--- src/design/kps_pkg.sv ---
package kps_pkg;

	localparam int ACTION_W = 3;
	localparam int CHAR_W = 8;
	localparam int STATUS_W = 2;
	localparam int DIGIT_W = 4;
	localparam int CFG_INDEX_W = 1;
	localparam int CFG_DATA_W = 4;

	localparam logic [ACTION_W-1:0] ACT_CLEAR = 3'd0;
	localparam logic [ACTION_W-1:0] ACT_ALPHA = 3'd1;
	localparam logic [ACTION_W-1:0] ACT_KEY = 3'd2;
	localparam logic [ACTION_W-1:0] ACT_ENCRYPT = 3'd3;
	localparam logic [ACTION_W-1:0] ACT_DECRYPT = 3'd4;

	localparam logic [STATUS_W-1:0] ST_OK = 2'd0;
	localparam logic [STATUS_W-1:0] ST_NOT_FOUND = 2'd1;
	localparam logic [STATUS_W-1:0] ST_DUPLICATE = 2'd2;
	localparam logic [STATUS_W-1:0] ST_FULL = 2'd3;

	localparam logic [CFG_INDEX_W-1:0] REG_ROWS = 1'd0;
	localparam logic [CFG_INDEX_W-1:0] REG_COLUMNS = 1'd1;

	localparam logic [CFG_DATA_W-1:0] ROWS_RESET = 4'd10;
	localparam logic [CFG_DATA_W-1:0] COLUMNS_RESET = 4'd10;

	localparam logic [CHAR_W-1:0] CH_SPACE = 8'h20;
	localparam logic [CHAR_W-1:0] CH_TAB = 8'h09;
	localparam logic [CHAR_W-1:0] CH_NEWLINE = 8'h0A;
	localparam logic [CHAR_W-1:0] CH_ZERO = 8'h30;
	localparam logic [CHAR_W-1:0] CH_NINE = 8'h39;
	localparam logic [CHAR_W-1:0] CH_UPPER_A = 8'h41;
	localparam logic [CHAR_W-1:0] CH_UPPER_F = 8'h46;
	localparam logic [CHAR_W-1:0] CH_NUL = 8'h00;

	typedef enum logic [7:0] {
		S_IDLE     = 8'b0000_0001,
		S_START    = 8'b0000_0010,
		S_SCAN     = 8'b0000_0100,
		S_SHIFT_RD = 8'b0000_1000,
		S_SHIFT_WR = 8'b0001_0000,
		S_DEC_RD   = 8'b0010_0000,
		S_EMIT0    = 8'b0100_0000,
		S_EMIT1    = 8'b1000_0000
	} seq_state_t;

	function automatic logic [CHAR_W-1:0] hex_char(input logic [DIGIT_W-1:0] v);
		logic [CHAR_W-1:0] c;
		if (v < 4'd10) begin
			c = CH_ZERO + CHAR_W'(v);
		end else begin
			c = CH_UPPER_A + CHAR_W'(v - 4'd10);
		end
		return c;
	endfunction

	// Bit 4 flags a valid hex digit, bits 3:0 carry its value.
	function automatic logic [DIGIT_W:0] hex_value(input logic [CHAR_W-1:0] c);
		logic [DIGIT_W:0] r;
		if (c >= CH_ZERO && c <= CH_NINE) begin
			r = {1'b1, DIGIT_W'(c - CH_ZERO)};
		end else if (c >= CH_UPPER_A && c <= CH_UPPER_F) begin
			r = {1'b1, DIGIT_W'(c - CH_UPPER_A + 8'd10)};
		end else begin
			r = '0;
		end
		return r;
	endfunction

endpackage

--- src/design/kps_mem.sv ---
module kps_mem import kps_pkg::*; #(
	parameter int DEPTH = 256,
	parameter int AW = $clog2(DEPTH)
) (
	input  logic              clk,
	input  logic              we,
	input  logic [AW-1:0]     waddr,
	input  logic [CHAR_W-1:0] wdata,
	input  logic [AW-1:0]     raddr,
	output logic [CHAR_W-1:0] rdata
);

	logic [CHAR_W-1:0] mem_q [DEPTH];
	logic [CHAR_W-1:0] rdata_q;

	always_ff @(posedge clk) begin
		if (we) begin
			mem_q[waddr] <= wdata;
		end
	end

	always_ff @(posedge clk) begin
		rdata_q <= mem_q[raddr];
	end

	assign rdata = rdata_q;

endmodule

--- config.mk ---
export PLATFORM = sky130hd
export DESIGN_NAME = kps_mem
export DESIGN_NICKNAME = d
export VERILOG_FILES = /design/src/design/kps_pkg.sv /design/src/design/kps_mem.sv
export SDC_FILE = /design/constraint.sdc
export NUM_CORES = 2
export LEC_CHECK = 0
export ABC_AREA = 1
export BUFFER_PORTS_ARGS = -buffer_cell sky130_fd_sc_hd__buf_2
export CORE_MARGIN = 4
export CORE_UTILIZATION = 45
export DETAILED_ROUTE_END_ITERATION = 10
export HOLD_SLACK_MARGIN = 0.03
export PLACE_DENSITY = 0.68
export SYNTH_ARGS = -nofsm -noshare
export SYNTH_HDL_FRONTEND = slang
export SYNTH_SLANG_ARGS = --single-unit
--- constraint.sdc ---
create_clock -name clk -period 2.8 [get_ports clk]
set_clock_uncertainty 0.05 [all_clocks]
set_input_delay 0.14 -clock clk [delete_from_list [all_inputs] [get_ports clk]]
set_output_delay 0.14 -clock clk [all_outputs]
set_load 0.01 [all_outputs]
==> results.cfg <==
[power]
pwr-share-comb_pct = 6.4
p_clk_share_pct = 40.8
swShare_pct = 22.5
pwr-share-seq_pct = 52.8
power_leakage_nw = 33.7
p_switching_mw = 14.5
power_density_nw_per_um2 = 673
intPower_mw = 49.8
ir_drop_v = 0.000552

[placement]
hpwl_um = 140000
place_ws_ns = 0.0971
place_congestion = 0.918
postPlaceCellArea_sq_um = 89000
io_buffers = 33

[timing]
rsz0062_at_grt = no
fin_crit_ns = 2.73
fin_crit_sh_pct = 97.4
fmax_mhz = 367
slew_headroom_pct = 26.2
drv_slew = 0
timing.final.ws_setup_ns = 0.0727
worst_pin_slew_ns = 1.11
hold_viol = 0
setup_tns_ns = 0
setup_viol_count_final = 0

[route]
wl_per_cell_um = 23.4
routed-via-count = 56400
first_pass_iters = 7
detail-route-antenna-nets = 0
wl_um = 231000
first_iter_violations = 7628
drc = 0
vias_per_cell = 5.70

[worst_setup_path]
cp.required_ns = 3.29
critPathCaptureType = register
regToRegStartpoint = mem_q[129][4]
crit_path_start = waddr[7]
crit_top_cell = dlygate4sd3_1
worstPathCellList = dlygate4sd3_1, buf_2, nand2_1, dlygate4sd3_1, inv_1, nand3_1, dlygate4sd3_1, nor2_1, dlygate4sd3_1
cp_slowest_cell = dlygate4sd3_1
crit_fanout = 4
arrival_ns = 3.21
slowest_delay_ns = 0.67
critPathKind = primary input to register
start_kind = primary input

[synth]
async_reset_ff_share_pct = 0
yosys_warnings = 0
synth_most_common_cell = nand2_1
synth_top_area_share_pct = 73.7
syn_area_sq_um = 83400
ys_seq_area_share_pct = 73.9
ys_seq_elements = 2056
yosys.area_share.simple_pct = 22.9
synth_fa_ha_area_share_pct = 0
synth_cell_type_count = 14
synth_compound_area_share_pct = 0
muxShareOfSynthArea_pct = 0
synth_edf_count = 2048
syn_inst = 7003
netlist_top_cells_count = 2123 x nand2_1, 2048 x edfxtp_1, 2019 x nand3_1
synth_top_family_by_area = simple AND/OR/NAND/NOR gates
avgSynthCellArea_sq_um = 11.9
syn-num-nets = 7029
synth-xor-area-share_pct = 0
dominantRegCellSynth = edfxtp_1
synth_area_leaders = edfxtp_1 74%, nand3_1 12%, nand2_1 9.6%, buf_2 1.6%, nor2_1 1.3%
synth_top_area_cell = edfxtp_1

[clock_network]
path_clk_slew_ns = 0.06
clk_latency_ns = 0.84
cts_buffer_depth = 3
clock-sinks = 2056
ctsRootBufferMaster = clkbuf_16
cts_tree = yes
h-tree-depth = 4
cts-buffers-inserted = 199

[floorplan]
pin_count = 34
dieWidth_um = 438
chipHeight_um = 438
coreArea_sq_um = 184000
num_rows = 157
initial_utilization_pct = 45.4
die_area_sq_um = 192000

[layout]
fin_util_pct = 52.0
syn_to_final_growth_pct = 14.5
final_area_sq_um = 95500
drive_gt1_share_pct = 10.6
layout.nets = 7273

[grt]
track_usage_pct = 23.8
grt_overflow = 0
grt_pass1_wl_um = 347000
grt_pass1_vias = 53800
antenna_found_initial = 7
grt_max_degree = 124

[flow_run]
cap_viol_max_count = 0

[worst_hold_path]
hold_class = primary input to register
min-delay-start = we

[run_status]
status = complete, no violations
-- metrics by stage --
step                hold WS, ns  instances  total power [mW]
finish                    0.116       9884              64.3
floorplan                 0.189       7003              36.7
detailed placement        0.531       9495              38.7
global placement          0.530       9495              38.6
global route              0.124       9882              66.2
CTS                      0.0412       9879              64.5
-- cell families after synthesis --
family                 count (synthesis)
buffers and inverters                522
AND/OR/NAND/NOR                     4425
flip-flops                          2056
-- flip-flops by register name, summed over array words and instances, names as in the netlist --
| register | cells |
|---|---|
| mem_q | 2048 |
| rdata | 8 |
-- layout by cell type, fill, tap and decap left out, types with 3 or more instances in the layout --
master	n
nor2_1	283
inv_6	6
clkinv_2	30
inv_16	4
buf_4	394
dlygate4sd3_1	15
buf_12	85
clkinv_4	5
inv_8	3
inv_1	34
clkbuf_16	200
clkinv_16	3
dfxtp_1	8
clkinvlp_4	3
clkbuf_1	54
nand3_1	2019
buf_8	11
clkinv_1	45
diode_2	5
bufinv_16	17
nand2_1	2123
edfxtp_1	2048
buf_2	21
-- path summary, 6_finish.rpt --
kind	endpoint	slack (ns)	cells past startpoint
max	mem_q[152][6]	0.07	9
min reg2reg	rdata[4]	0.95	10
max reg2reg	rdata[4]	0.53	11
min	mem_q[183][4]	0.12	4
-- critical path, delay by kind of cell --
family,cells,cell delay [ns]
and+or+nand+nor,3,0.38
buffers and inverters,6,2.70
-- power by group through the flow --
stage / logic [mW] / clock network (mW) / registers, mW
finish: 4.13 / 26.2 / 34.0
detailed placement: 4.05 / 0 / 34.6
global route: 4.42 / 27.9 / 33.9
CTS: 4.08 / 26.5 / 34.0
floorplan: 2.09 / 0 / 34.6
global placement: 4.00 / 0 / 34.6
-- per-layer routing --
layer	global-route usage (%)	vias up	routed length [um]
li1	-	25300	-
met1	32.7	27500	90400
met2	37.5	3048	109000
met4	9.64	2	9260
met5	0	-	13
met3	4.49	469	22700
-- timing repair --
action                    4_1_cts  5_1_grt
setup buffers                   0        0
hold buffers                   15        0
resized for setup               0        0
hold endpoints to repair     1593        0
-- layout make-up --
cell class	instances	area (sq um)
clock buffer	255	5220
multi-input combinational	4425	19100
fill	15300	88200
inverter	39	180
antenna	5	12.5
timing repair buffer	526	5080
clock inverter	114	1130
sequential	2056	61700
tap	2464	3080
No activity file was read; power rests on OpenSTA's default activity.
